===== config.mk =====
export PLATFORM = sky130hd
export DESIGN_NAME = unix_seconds_to_calendar_date
export DESIGN_NICKNAME = d
export VERILOG_FILES = /design/src/ustc_pkg.sv /design/src/ustc_datapath.sv /design/src/unix_seconds_to_calendar_date.sv
export VERILOG_INCLUDE_DIRS = /design/src /design/src/src
export SDC_FILE = /design/constraint.sdc
export NUM_CORES = 1
export LEC_CHECK = 0
export BUFFER_PORTS_ARGS = -buffer_cell sky130_fd_sc_hd__buf_2
export CORE_UTILIZATION = 55
export DETAILED_ROUTE_END_ITERATION = 6
export HOLD_SLACK_MARGIN = 0.03
export PLACE_DENSITY_LB_ADDON = 0.2
export SLEW_MARGIN = 5
export SYNTH_ARGS = -nofsm -noshare
export SYNTH_HDL_FRONTEND = slang
export SYNTH_SLANG_ARGS = --single-unit
export TNS_END_PERCENT = 30

===== constraint.sdc =====
create_clock -name i_clk -period 6.7 [get_ports i_clk]
set_input_delay 0.335 -clock i_clk [delete_from_list [all_inputs] [get_ports i_clk]]
set_output_delay 0.335 -clock i_clk [all_outputs]
set_load 0.01 [all_outputs]

===== src/unix_seconds_to_calendar_date_assert.svh =====
// Assertion macros for the unix seconds to calendar date block.
// Included by the top level; no other dependencies.
`ifndef UNIX_SECONDS_TO_CALENDAR_DATE_ASSERT_SVH
`define UNIX_SECONDS_TO_CALENDAR_DATE_ASSERT_SVH

`ifndef SYNTH
`define USTC_ASSERT_IMPL(label, clk, rst_n, ante, cons) \
    label: assert property (@(posedge clk) disable iff (!(rst_n)) (ante) |-> (cons)) \
        else $error("assertion failed: label");
`define USTC_ASSERT_NEXT(label, clk, rst_n, ante, cons) \
    label: assert property (@(posedge clk) disable iff (!(rst_n)) (ante) |=> (cons)) \
        else $error("assertion failed: label");
`else
`define USTC_ASSERT_IMPL(label, clk, rst_n, ante, cons)
`define USTC_ASSERT_NEXT(label, clk, rst_n, ante, cons)
`endif

`endif


===== src/ustc_pkg.sv =====
// Shared types, constants and microcode table for the calendar date block.
// No dependencies.
`timescale 1ns / 1ps

package ustc_pkg;

    localparam int unsigned SECONDS_W = 32;
    localparam int unsigned YEAR_W    = 12;
    localparam int unsigned MONTH_W   = 4;
    localparam int unsigned DAY_W     = 5;
    localparam int unsigned DAYS_W    = 16;   // max day count 49710
    localparam int unsigned OUT_W     = 24;   // 21 bits of fields, padded to bytes

    // seconds / 86400 = (seconds >> 7) / 675; the / 675 is a reciprocal multiply,
    // exact for all 25-bit operands since 675 * DAY_RECIP - 2^35 = 607 < 2^10
    localparam int unsigned DAY_SHIFT   = 7;
    localparam int unsigned HI_W        = SECONDS_W - DAY_SHIFT;   // 25
    localparam int unsigned RECIP_W     = 26;
    localparam int unsigned PROD_W      = HI_W + RECIP_W;          // 51
    localparam int unsigned RECIP_SHIFT = 35;
    localparam logic [RECIP_W-1:0] DAY_RECIP = 26'd50903317;      // ceil(2^35 / 675)

    localparam logic [YEAR_W-1:0]  EPOCH_YEAR   = 12'd1970;
    localparam logic [6:0]         EPOCH_MOD100 = 7'd70;
    localparam logic [8:0]         EPOCH_MOD400 = 9'd370;
    localparam logic [8:0]         DAYS_LEAP    = 9'd366;
    localparam logic [8:0]         DAYS_COMMON  = 9'd365;

    typedef logic [4:0] t_mlen;
    localparam t_mlen MONTH_LEN_TAB [12] = '{
        5'd31, 5'd28, 5'd31, 5'd30, 5'd31, 5'd30,
        5'd31, 5'd31, 5'd30, 5'd31, 5'd30, 5'd31
    };

    // sequencer step addresses
    typedef logic [2:0] t_step;
    localparam t_step STEP_LOAD  = 3'd0;
    localparam t_step STEP_DIV   = 3'd1;
    localparam t_step STEP_YEAR  = 3'd2;
    localparam t_step STEP_MONTH = 3'd3;
    localparam t_step STEP_EMIT  = 3'd4;

    // datapath operations
    typedef logic [2:0] t_op;
    localparam t_op OP_LOAD  = 3'd0;
    localparam t_op OP_DIV   = 3'd1;
    localparam t_op OP_YEAR  = 3'd2;
    localparam t_op OP_MONTH = 3'd3;
    localparam t_op OP_EMIT  = 3'd4;
    localparam t_op OP_NOP   = 3'd7;

    // control word: operation, next step when condition holds, next step otherwise
    typedef struct packed {
        t_op   op;
        t_step jmp_t;
        t_step jmp_f;
    } t_uword;

    typedef struct packed {
        logic load;
        logic div;
        logic year;
        logic month;
    } t_dp_ctrl;

    typedef struct packed {
        logic year_ge;
        logic month_ge;
    } t_dp_stat;

    function automatic t_uword ucode_rom(input t_step s);
        t_uword w;
        case (s)
            STEP_LOAD:  w = '{op: OP_LOAD,  jmp_t: STEP_DIV,   jmp_f: STEP_LOAD};
            STEP_DIV:   w = '{op: OP_DIV,   jmp_t: STEP_YEAR,  jmp_f: STEP_DIV};
            STEP_YEAR:  w = '{op: OP_YEAR,  jmp_t: STEP_YEAR,  jmp_f: STEP_MONTH};
            STEP_MONTH: w = '{op: OP_MONTH, jmp_t: STEP_MONTH, jmp_f: STEP_EMIT};
            STEP_EMIT:  w = '{op: OP_EMIT,  jmp_t: STEP_LOAD,  jmp_f: STEP_EMIT};
            default:    w = '{op: OP_NOP,   jmp_t: STEP_LOAD,  jmp_f: STEP_LOAD};
        endcase
        return w;
    endfunction

    function automatic t_mlen month_len(input logic [MONTH_W-1:0] m, input logic leap);
        t_mlen l;
        logic [MONTH_W-1:0] idx;
        idx = m - 4'd1;
        if (m == 4'd0 || m > 4'd12) begin
            l = 5'd31;
        end else if (m == 4'd2 && leap) begin
            l = 5'd29;
        end else begin
            l = MONTH_LEN_TAB[idx];
        end
        return l;
    endfunction

endpackage


===== src/ustc_datapath.sv =====
// Datapath of the calendar date block: reciprocal multiply for the day count,
// year and month subtract unit. Driven step by step by the sequencer; uses ustc_pkg.
`timescale 1ns / 1ps

module ustc_datapath import ustc_pkg::*; (
    input  logic                 i_clk,
    input  logic [SECONDS_W-1:0] i_seconds,
    input  t_dp_ctrl             i_ctrl,
    output t_dp_stat             o_stat,
    output logic [YEAR_W-1:0]    o_year,
    output logic [MONTH_W-1:0]   o_month,
    output logic [DAY_W-1:0]     o_day
);

    logic [HI_W-1:0]      r_secs_hi;
    logic [DAYS_W-1:0]    r_days;
    logic [YEAR_W-1:0]    r_year;
    logic [6:0]           r_mod100;
    logic [8:0]           r_mod400;
    logic [MONTH_W-1:0]   r_month;

    logic [PROD_W-1:0]    prod;
    logic                 leap;
    logic [8:0]           ylen;
    t_mlen                mlen;

    always_comb begin
        prod    = {{RECIP_W{1'b0}}, r_secs_hi} * {{HI_W{1'b0}}, DAY_RECIP};
        leap    = (r_year[1:0] == 2'd0) && (r_mod100 != 7'd0 || r_mod400 == 9'd0);
        ylen    = leap ? DAYS_LEAP : DAYS_COMMON;
        mlen    = month_len(r_month, leap);
        o_stat.year_ge  = r_days >= {7'd0, ylen};
        o_stat.month_ge = r_days >= {11'd0, mlen};
    end

    always_ff @(posedge i_clk) begin
        if (i_ctrl.load) begin
            r_secs_hi <= i_seconds[SECONDS_W-1:DAY_SHIFT];
            r_days    <= '0;
            r_year    <= EPOCH_YEAR;
            r_mod100  <= EPOCH_MOD100;
            r_mod400  <= EPOCH_MOD400;
            r_month   <= 4'd1;
        end
        if (i_ctrl.div) begin
            r_days <= prod[RECIP_SHIFT +: DAYS_W];
        end
        if (i_ctrl.year && o_stat.year_ge) begin
            r_days   <= r_days - {7'd0, ylen};
            r_year   <= r_year + 12'd1;
            r_mod100 <= (r_mod100 == 7'd99)  ? 7'd0 : r_mod100 + 7'd1;
            r_mod400 <= (r_mod400 == 9'd399) ? 9'd0 : r_mod400 + 9'd1;
        end
        if (i_ctrl.month && o_stat.month_ge) begin
            r_days  <= r_days - {11'd0, mlen};
            r_month <= r_month + 4'd1;
        end
    end

    assign o_year  = r_year;
    assign o_month = r_month;
    assign o_day   = r_days[DAY_W-1:0] + 5'd1;

endmodule


===== src/unix_seconds_to_calendar_date.sv =====
// Top level of the unix seconds to calendar date block: microcode sequencer,
// output register and stream handshakes. Uses ustc_pkg, ustc_datapath and the assert header.
//
// Converts an unsigned 32-bit count of seconds since 1970-01-01 00:00:00 into
// the Gregorian year, month (1-12) and day of month (1-31); leap seconds and time
// of day are ignored. One item is worked at a time: s_axis_tready is high only
// while the sequencer sits in its load step. An item passes a load step, a step
// for the day count (seconds / 86400 as a shift and a reciprocal multiply), a
// year step that takes off one year per pass until less than a year is left, a
// month step that does the same for months, and an emit step that moves the
// result into the output register once that is free. The year-by-year walk
// through the subtract unit is the longest part. The result waits in an output
// register, so the next item is accepted while it is still unclaimed.
`timescale 1ns / 1ps
`include "unix_seconds_to_calendar_date_assert.svh"

module unix_seconds_to_calendar_date import ustc_pkg::*; (
    input  logic        i_clk,
    input  logic        i_rst_n,
    input  logic        s_axis_tvalid,
    output logic        s_axis_tready,
    input  logic [31:0] s_axis_tdata,   // [31:0] seconds
    output logic        m_axis_tvalid,
    input  logic        m_axis_tready,
    output logic [23:0] m_axis_tdata    // [11:0] year, [15:12] month, [20:16] day_of_month
);

    t_step              r_step, n_step;
    logic               r_out_valid;
    logic [OUT_W-1:0]   r_out_data;

    t_uword             uword;
    t_dp_ctrl           ctrl;
    t_dp_stat           stat;
    logic               cond;
    logic               slot_free;
    logic               emit;
    logic [YEAR_W-1:0]  year;
    logic [MONTH_W-1:0] month;
    logic [DAY_W-1:0]   day;

    ustc_datapath u_dp (
        .i_clk     (i_clk),
        .i_seconds (s_axis_tdata),
        .i_ctrl    (ctrl),
        .o_stat    (stat),
        .o_year    (year),
        .o_month   (month),
        .o_day     (day)
    );

    always_comb begin
        uword     = ucode_rom(r_step);
        slot_free = !r_out_valid || m_axis_tready;
        case (uword.op)
            OP_LOAD:  cond = s_axis_tvalid;
            OP_DIV:   cond = 1'b1;
            OP_YEAR:  cond = stat.year_ge;
            OP_MONTH: cond = stat.month_ge;
            OP_EMIT:  cond = slot_free;
            default:  cond = 1'b0;
        endcase
        n_step     = cond ? uword.jmp_t : uword.jmp_f;
        ctrl.load  = (uword.op == OP_LOAD) && s_axis_tvalid;
        ctrl.div   = (uword.op == OP_DIV);
        ctrl.year  = (uword.op == OP_YEAR);
        ctrl.month = (uword.op == OP_MONTH);
        emit       = (uword.op == OP_EMIT) && slot_free;
    end

    always_ff @(posedge i_clk) begin
        if (!i_rst_n) begin
            r_step      <= STEP_LOAD;
            r_out_valid <= 1'b0;
        end else begin
            r_step <= n_step;
            if (emit) begin
                r_out_valid <= 1'b1;
            end else if (m_axis_tready) begin
                r_out_valid <= 1'b0;
            end
        end
    end

    always_ff @(posedge i_clk) begin
        if (emit) begin
            r_out_data <= {3'd0, day, month, year};
        end
    end

    assign s_axis_tready = (uword.op == OP_LOAD);
    assign m_axis_tvalid = r_out_valid;
    assign m_axis_tdata  = r_out_data;

    `USTC_ASSERT_NEXT(a_load_starts_div, i_clk, i_rst_n, s_axis_tvalid && s_axis_tready, r_step == STEP_DIV)
    `USTC_ASSERT_NEXT(a_emit_sets_valid, i_clk, i_rst_n, r_step == STEP_EMIT && slot_free, m_axis_tvalid && r_step == STEP_LOAD)
    `USTC_ASSERT_IMPL(a_month_range, i_clk, i_rst_n, m_axis_tvalid, m_axis_tdata[15:12] >= 4'd1 && m_axis_tdata[15:12] <= 4'd12)
    `USTC_ASSERT_IMPL(a_year_first, i_clk, i_rst_n, r_step == STEP_YEAR, month == 4'd1)

endmodule


==> results of run 1 <==
[path summary, 6_finish.rpt]
path,depth (start not counted),start,endpoint
worst max-delay path,21,u_dp.r_secs_hi[10],u_dp.r_days[6]
worst min-delay path,1,s_axis_tdata[9],u_dp.r_secs_hi[2]
worst max register to register,21,u_dp.r_secs_hi[10],u_dp.r_days[6]
worst min register to register,0,u_dp.o_year[11],m_axis_tdata[11]
[registers in the layout (all words and copies together), names as in the netlist]
register        cells
m_axis_tdata       21
m_axis_tvalid       1
r_step              3
u_dp.o_month        4
u_dp.o_year        12
u_dp.r_days        16
u_dp.r_mod100       7
u_dp.r_mod400       9
u_dp.r_secs_hi     25
[area by class of cell]
class / count / area share, %
flip-flops and latches: 98 / 17.94
well taps: 335 / 2.590
inverters: 373 / 8.653
multi-input cells: 985 / 64.98
repair buffers: 102 / 3.944
clock buffers: 9 / 1.392
clock inverters: 7 / 0.5026
[per-stage QoR]
stage	util [%]	TNS, ns	cell area (um2)
2_1_floorplan	-	0	14910
3_3_place_gp	59.93	0	15790
3_5_place_dp	59.93	0	15790
4_1_cts	61.09	0	16100
5_1_grt	61.40	-0.001834	16180
6_report	61.40	0	16180
[timing repair]
| item | CTS | global route |
|---|---|---|
| buffers inserted | 0 | 6 |
| hold buffers | 0 | 0 |
| setup endpoints to repair | 0 | 11 |
| gates resized for setup | 0 | 7 |
[cell usage in the layout (no fill, tap or decap), types with 4 or more instances in the layout]
cell       instances
nand2_1           57
o21a_1             7
and4_1             4
ha_1             301
buf_4             51
inv_1            373
a221o_1            4
nor2b_1            9
and3_1            11
nor3_1            16
a21o_1            22
edfxtp_1          94
a211oi_1           6
or4_1              4
a21oi_1           55
a211o_1            5
o211ai_1          10
a31oi_1           11
nor4_1             6
buf_2             51
nand2b_1          12
o221ai_1           7
nand3_1           33
fa_1             182
nand4_1           14
dfxtp_1            4
mux2i_1            4
o22ai_1            4
o21ai_0           37
nor2_1            58
xor2_1            18
or2_2              4
xnor2_1           19
clkbuf_16          9
or3_1              5
[critical path, stage by stage, from the launching register on]
cell and delay [ns]:
edfxtp_1 0.47, buf_4 0.18, fa_1 0.48, ha_1 0.28, inv_1 0.05, fa_1 0.49
inv_1 0.05, fa_1 0.47, inv_1 0.09, fa_1 0.51, fa_1 0.52, fa_1 0.54
inv_1 0.04, ha_1 0.29, nand2_1 0.09, nor4_1 0.30, and4_1 0.28, o221ai_1 0.21
nand3_1 0.25, o211a_1 0.21, nor3_1 0.06, or3b_1 0.39
[cell families after synthesis]
group	Yosys count	synth area share, %
compound gates	201	9.048
xor+xnor	37	2.174
fa+ha+maj	484	49.79
buf+inv	405	10.41
flops	98	19.47
mux	5	0.3441
other cells	1	0.02516
simple gates	255	8.738
[metal layers]
metal | up-vias | track usage [%] | share of wire [%]
met3 | 32 | 2.638 | 4.9
met1 | 5107 | 36.37 | 48
met5 | - | 0 | 0
met4 | 0 | 6.441 | 2.0
met2 | 272 | 40.23 | 46
li1 | 5076 | - | -
==> impl_metrics.toml, run 1 <==
[synthesis]
yosys.area.top_type = "ha_1"
synth_top_flop_cell = "edfxtp_1"
syn-cell-area_um2 = 14910
synth_area_per_cell_um2 = 10.03
synth.ff_latch_count = 98
syn_inst = 1486
synth_top_cells_by_count = "373 x inv_1, 302 x ha_1, 182 x fa_1, 94 x edfxtp_1, 58 x nor2_1"
synth_warnings = 0
synth.top_cell.area_share_pct = 25.35
yosys.cell_types.count = 71
yosysSeqAreaShare_pct = 19.47
synth_area_leaders = "ha_1 25%, fa_1 24%, edfxtp_1 19%"
synth_edf_count = 94
synth_most_common_cell = "inv_1"
async_reset_ff_share_pct = 0

[global_routing]
grt_pass1_wl_um = 53940
antenna_found_initial = 0
grt_pass1_vias = 10390
grt_max_degree = 29
grt_usage_pct = 25.09
globalRouteOverflowTotal = 0

[detailed_routing]
wire_per_inst_um = 17.63
wl_um = 33660
first_iter_violations = 742
post-route-drc-count = 7
via_count = 10490
vias_per_cell = 5.493
route.antenna.remaining_nets = 0
drtPass1Iterations = 7

[clock_network]
cts.clk_slew.worst_paths_ns = 0.10
cts_buffer_depth = 2
clkSinkCount = 98
numCtsBuffers = 9
insertion_delay_ns = 0.37
cts_max_level = 3
cts_tree = "yes"
cts_root_buf = "clkbuf_16"

[final_layout]
antenna_cells = 0
syn2layout_area_growth_pct = 8.544
drive_gt1_share_pct = 8.958
final_nets = 2089
layout.cells.non_filler = 1909
seq_area_um2 = 2903
fill_cells = 2226
multiInputGateArea_um2 = 10510

[setup_path]
r2r_slack_ns = 0.20
end_kind = "register"
critPathMaxFanout = 4
critical_path_class = "reg -> reg"
crit_path_start_kind = "register"
crit_required_ns = 6.82
arrival_ns = 6.62

[timing]
maxSlewHeadroom_pct = 19.01
tightest_slew_ns = 1.212
clock.fmax_mhz = 153.8
fin_crit_sh_pct = 97.07
timing.hold.ws_ns = 0.1299
drv_slew = 0
hold_violations = 0
finalSetupViolations = 0
fin_ws_ns = 0.1966
fin_skew_ns = 0.01847
layout_min_cycle_time_ns = 6.503

[die]
ioPinCount = 62
die_x_um = 166.6
die_y_um = 166.6
rows = 59
placeableCoreArea_um2 = 26350
start_util_pct = 56.56
die_area_um2 = 27770

[flow_run]
max_cap_viol_count = 0

[place]
place.gp.congestion = 1.019
dp_slack_ns = 0.1040
placed_cells = 1887
dp_hpwl_um = 28580
port-buffer-count = 51

[hold_path]
hold_class = "in -> reg"

[status]
failed_checks = "design-rule violations"
outcome = "complete, but fails checks"
Power of run 1 is not shown: default switching activity piles up to over one toggle a cycle in this logic, so the estimate is an artifact.
==> run 2: changes to the inputs <==
ABC_AREA = 1   (was default)
RECOVER_POWER = 100   (was default)
==> run 2 against run 1 <==
  * The flow finishes with violations (max-capacitance violations, max-slew violations)
  * Synthesized area grew 13%
  * Die area grew 12%
  * First-iteration DRC count grew 12%
  * Synthesized cell count grew 42%
  * Core utilization shrank 1.7 points
  * Critical endpoint is now u_dp.r_days[2]
  * Critical path depth is the same
  * Clock skew shrank 0.0032 ns
  * Via count grew 24%
  * Worst hold slack lost 0.012 ns
  * Final cell count grew 35%
==> impl_metrics.toml, run 2 <==
[synthesis]
yosys.area.top_type = "ha_1"
synth_most_common_cell = "inv_1"
synth.top_cell.area_share_pct = 22.53
synth.ff_latch_count = 98
synth_top_flop_cell = "edfxtp_1"
syn_inst = 2106
synth_warnings = 0
syn-cell-area_um2 = 16770
yosysSeqAreaShare_pct = 17.31
synth_area_per_cell_um2 = 7.963
synth_edf_count = 94
synth_area_leaders = "ha_1 23%, fa_1 22%, edfxtp_1 17%"
synth_top_cells_by_count = "631 x inv_1, 472 x nand2_1, 302 x ha_1, 182 x fa_1, 142 x nor2_1"
yosys.cell_types.count = 46
async_reset_ff_share_pct = 0

[timing]
tightest_slew_ns = 2.110
fin_setup_tns_ns = 0
finalSetupViolations = 0
clock.fmax_mhz = 161.4
fin_ws_ns = 0.5047
layout_min_cycle_time_ns = 6.195
fin_crit_sh_pct = 92.47
drv_slew = 94
hold_violations = 0
rsz0062_at_grt = "no"
maxSlewHeadroom_pct = -42.17
fin_skew_ns = 0.01527

[setup_path]
critPathMaxFanout = 8
crit_top_cell = "fa_1"
slowest_delay_ns = 0.66
arrival_ns = 6.33
crit_required_ns = 6.83
crit_path_start_kind = "register"
end_kind = "register"
r2r_cells = 21
cp_cell_sequence = "ha_1 -> fa_1 -> inv_1 -> fa_1 -> fa_1 -> inv_1 -> fa_1 -> inv_1 -> fa_1 -> inv_1 -> fa_1 -> ha_1 -> nand2_1 -> nor2_1 -> nand2_1 -> nor2_1 -> nand4_1 -> nand3_1 -> nand2_1 -> nand3_1 -> nand3_1"
critical_path_class = "reg -> reg"
worst_path_max_delay_cell = "edfxtp_1"

[clock_network]
cts_hold_buf = 0
insertion_delay_ns = 0.39
post_cts_buffers = 0
cts_buffer_depth = 2
cts_tree = "yes"
cts.repair.resized = 0
cts_root_buf = "clkbuf_16"
numCtsBuffers = 9
cts.clk_slew.worst_paths_ns = 0.08
cts_max_level = 3
clkSinkCount = 98

[final_layout]
seq_area_um2 = 2903
layout_common_cells = "632 x inv_1, 476 x nand2_1, 302 x ha_1"
syn2layout_area_growth_pct = 6.125
largest_register = "u_dp.r_secs_hi"
final_nets = 2700
antenna_cells = 0
largest_register_ff_count = 25
fill_cells = 2747
reg_top3 = "u_dp.r_secs_hi (25), m_axis_tdata (21), u_dp.r_days (16)"
multiInputGateArea_um2 = 11310
mostFrequentLayoutCell = "inv_1"
final_core_util_pct = 59.73
drive_gt1_share_pct = 3.707

[detailed_routing]
first_iter_violations = 829
route.antenna.remaining_nets = 0
vias_per_cell = 5.035
post-route-drc-count = 0
via_count = 12970
wl_um = 39610
drtPass1Iterations = 6
wire_per_inst_um = 15.38

[die]
ioPinCount = 62
placeableCoreArea_um2 = 29800
start_util_pct = 56.29
die_y_um = 176.6
rows = 63
die_area_um2 = 31190
die_x_um = 176.6

[status]
outcome = "complete, but fails checks"
failed_checks = "max-capacitance violations, max-slew violations"

[global_routing]
grt_usage_pct = 27.50
globalRouteOverflowTotal = 0
grt_max_degree = 29
antenna_found_initial = 0
grt_pass1_vias = 13260
grt_pass1_wl_um = 65900

[place]
port-buffer-count = 51
dp_hpwl_um = 34190
place.gp.congestion = 0.9672
dp_slack_ns = 0.5486

[hold_path]
hold_class = "in -> reg"
hold_depth = 1

[flow_run]
max_cap_viol_count = 4
[run 2: cell types whose count changed after synthesis, sizes merged, moves of 11 or more]
| cell | delta |
|---|---|
| inv | +265 |
| nand2b | -12 |
| nor2 | +86 |
| xor2 | +12 |
| o21ai | -22 |
| a21oi | -28 |
| nand4 | +17 |
| a21o | -19 |
| nand3 | +60 |
| clkbuf | -21 |
| nand2 | +420 |
| and3 | -11 |
| xnor2 | -14 |
[run 2: worst max-delay path, delay by kind of cell (launching register included)]
kind / cells / cell delay, ns
adders and majority gates: 8 / 3.86
buffers and inverters: 4 / 0.24
DFF: 1 / 0.66
and+or+nand+nor: 9 / 1.20
[run 2: worst paths after layout]
path | slack [ns] | end | from
max | 0.50 | u_dp.r_days[2] | u_dp.r_secs_hi[16]
min | 0.12 | u_dp.r_secs_hi[8] | s_axis_tdata[15]
max reg2reg | 0.50 | u_dp.r_days[2] | u_dp.r_secs_hi[16]
min reg2reg | 0.50 | m_axis_tdata[11] | u_dp.o_year[11]
[run 2: metrics by stage]
stage / cells / hold slack [ns] / instance area [um2]
floorplan: 2108 / 0.4339 / 16780
global placement: 2559 / 0.4651 / 17580
detailed placement: 2559 / 0.4736 / 17580
CTS: 2575 / 0.1074 / 17910
global route: 2575 / 0.1082 / 17800
finish: 2575 / 0.1176 / 17800
[run 2: logic make-up (layout without fill, tap and decap cells)]
family                   after synthesis  in the layout  synth area share (%)
AND/OR/NAND/NOR                      785            785                 19.79
buffers and inverters                648            725                 14.91
adder cells (fa/ha/maj)              484            484                 44.26
flip-flops                            98             98                 17.31
AO/OA/AOI/OAI                         55             55                 1.888
XOR/XNOR                              35             35                 1.828
other                                  1              3               0.02236
[run 2: area by class of cell]
type | count | area share [%]
flip-flops and latches | 98 | 16.31
clock inverters | 7 | 0.5975
multi-input cells | 1362 | 63.52
well taps | 390 | 2.742
repair buffers | 71 | 2.074
inverters | 638 | 13.49
clock buffers | 9 | 1.265
[run 2: routing by layer]
metal / global-route usage (%) / part of all wire, % / vias to the layer above
met5: 0 / 0 / -
met2: 44.41 / 45 / 302
met4: 9.303 / 3.3 / 0
met1: 37.42 / 46 / 6137
met3: 4.532 / 5.6 / 75
li1: - / - / 6452
Power of run 2 is left out for the same reason.
==> run 3: changes to the inputs <==
ABC_AREA = default   (was 1)
==> run 3 against run 2 <==
  * The flow finishes with violations (design-rule violations, max-capacitance violations, max-slew violations)
  * Global-route usage is 2.4 points lower
  * Final area is 9.5% lower
  * Register-to-register slack worse by 0.31 ns
  * Worst hold slack better by 0.011 ns
  * Sequential share of layout area is 1.7 points higher
  * Clock-buffer cell count stayed put
  * Non-clock buffer count is 31 higher
  * Sequential cell count stayed put
  * Routed wire length is 15% lower
  * Clock skew is 0.0027 ns higher
  * Final cell count is 26% lower
  * Critical endpoint is now u_dp.r_days[6]
  * Highest routed layer unchanged
==> impl_metrics.toml, run 3 (synthesis gave the netlist of run 1 again) <==
[status]
outcome = "complete, but fails checks"
failed_checks = "design-rule violations, max-capacitance violations, max-slew violations"

[detailed_routing]
wl_um = 33660
wire_per_inst_um = 17.63
via_count = 10470
vias_per_cell = 5.487
post-route-drc-count = 7
route.antenna.remaining_nets = 0
first_iter_violations = 762
drtPass1Iterations = 7

[hold_path]
hold_class = "in -> reg"
hold_depth = 1

[setup_path]
end_kind = "register"
crit_top_cell = "fa_1"
crit_required_ns = 6.82
arrival_ns = 6.62
endpoint = "u_dp.r_days[6]"
critical_path_class = "reg -> reg"
crit_start = "u_dp.r_secs_hi[10]"
r2r_cells = 21
critPathMaxFanout = 4
worst_path_max_delay_cell = "fa_1"
crit_path_start_kind = "register"
reg2reg_from = "u_dp.r_secs_hi[10]"
r2r-end = "u_dp.r_days[6]"
slowest_delay_ns = 0.54
cp_cell_sequence = "buf_4 -> fa_1 -> ha_1 -> inv_1 -> fa_1 -> inv_1 -> fa_1 -> inv_1 -> fa_1 -> fa_1 -> fa_1 -> inv_1 -> ha_1 -> nand2_1 -> nor4_1 -> and4_1 -> o221ai_1 -> nand3_1 -> o211a_1 -> nor3_1 -> or3b_1"
r2r_slack_ns = 0.19

[final_layout]
drive_gt1_share_pct = 7.052
antenna_cells = 0
largest_register_ff_count = 25
final_nets = 2089
syn2layout_area_growth_pct = 7.999
final_core_util_pct = 61.09
reg_top3 = "u_dp.r_secs_hi (25), m_axis_tdata (21), u_dp.r_days (16)"
finalInstanceArea_um2 = 16100
fill_cells = 2246
layout.cells.non_filler = 1909
layout_common_cells = "373 x inv_1, 301 x ha_1, 182 x fa_1"
mostFrequentLayoutCell = "inv_1"
largest_register = "u_dp.r_secs_hi"

[place]
place.gp.congestion = 1.019
placed_cells = 1887
place_area_um2 = 15790
port-buffer-count = 51
dp_hpwl_um = 28580

[die]
ioPinCount = 62
start_util_pct = 56.56
die_area_um2 = 27770
die_x_um = 166.6
rows = 59
die_y_um = 166.6
placeableCoreArea_um2 = 26350

[clock_network]
cts_hold_buf = 0
cts_max_level = 3
clkSinkCount = 98
cts_buffer_depth = 2
cts_tree = "yes"
insertion_delay_ns = 0.37
cts.clk_slew.worst_paths_ns = 0.10
cts_root_buf = "clkbuf_16"
numCtsBuffers = 9

[timing]
clock.fmax_mhz = 153.7
maxSlewHeadroom_pct = -69.05
fin_skew_ns = 0.01794
fin_crit_sh_pct = 97.12
drv_slew = 47
finalSetupViolations = 0
layout_min_cycle_time_ns = 6.507
tightest_slew_ns = 2.509
hold_violations = 0
timing.hold.ws_ns = 0.1286

[global_routing]
grt_pass1_vias = 10390
grt_usage_pct = 25.09
grt_max_degree = 29
globalRouteOverflowTotal = 0
antenna_found_initial = 0
grt_pass1_wl_um = 53940

[flow_run]
max_cap_viol_count = 2
run 3: stage by stage:
stage | setup WS [ns] | setup TNS (ns)
floorplan | 0.3251 | 0
global placement | 0.1024 | 0
detailed placement | 0.1040 | 0
CTS | 0.08760 | 0
global route | -0.004331 | -0.004331
finish | 0.1928 | 0
run 3: timing repair:
item / CTS / global route
setup buffers: 0 / 6
resized for setup: 0 / 7
endpoints found under the setup margin: 0 / 11
run 3: worst min path at each step:
stage | start | to
3_3_place_gp | u_dp.o_year[11] | m_axis_tdata[11]
3_5_place_dp | u_dp.o_year[11] | m_axis_tdata[11]
2_1_floorplan | u_dp.o_month[2] | m_axis_tdata[14]
4_1_cts | s_axis_tdata[9] | u_dp.r_secs_hi[2]
5_1_grt | s_axis_tdata[9] | u_dp.r_secs_hi[2]
6_report | s_axis_tdata[9] | u_dp.r_secs_hi[2]
run 3: layout make-up:
| type | count | area [um2] | area share (%) |
|---|---|---|---|
| multi-input cells | 985 | 10470 | 65.05 |
| flip-flops and latches | 98 | 2903 | 18.03 |
| inverters | 373 | 1400 | 8.697 |
| repair buffers | 102 | 598.1 | 3.715 |
| well taps | 335 | 419.2 | 2.604 |
| clock buffers | 9 | 225.2 | 1.399 |
| clock inverters | 7 | 81.33 | 0.5052 |
run 3: layer usage:
layer / part of all wire, % / global-route usage (%) / vias to the layer above
li1: - / - / 5078
met1: 48 / 36.37 / 5082
met2: 45 / 40.23 / 280
met3: 4.7 / 2.638 / 34
met4: 2.0 / 6.441 / 0
met5: 0 / 0 / -
run 3: worst max-delay path: cells and delay by family, from the launching register on:
family	cells	cell delay, ns
buffers and inverters	5	0.42
AO/OA/AOI/OAI	2	0.41
AND/OR/NAND/NOR	6	1.36
flip-flops	1	0.48
adder cells (fa/ha/maj)	8	3.58
Power of run 3 is left out for the same reason.
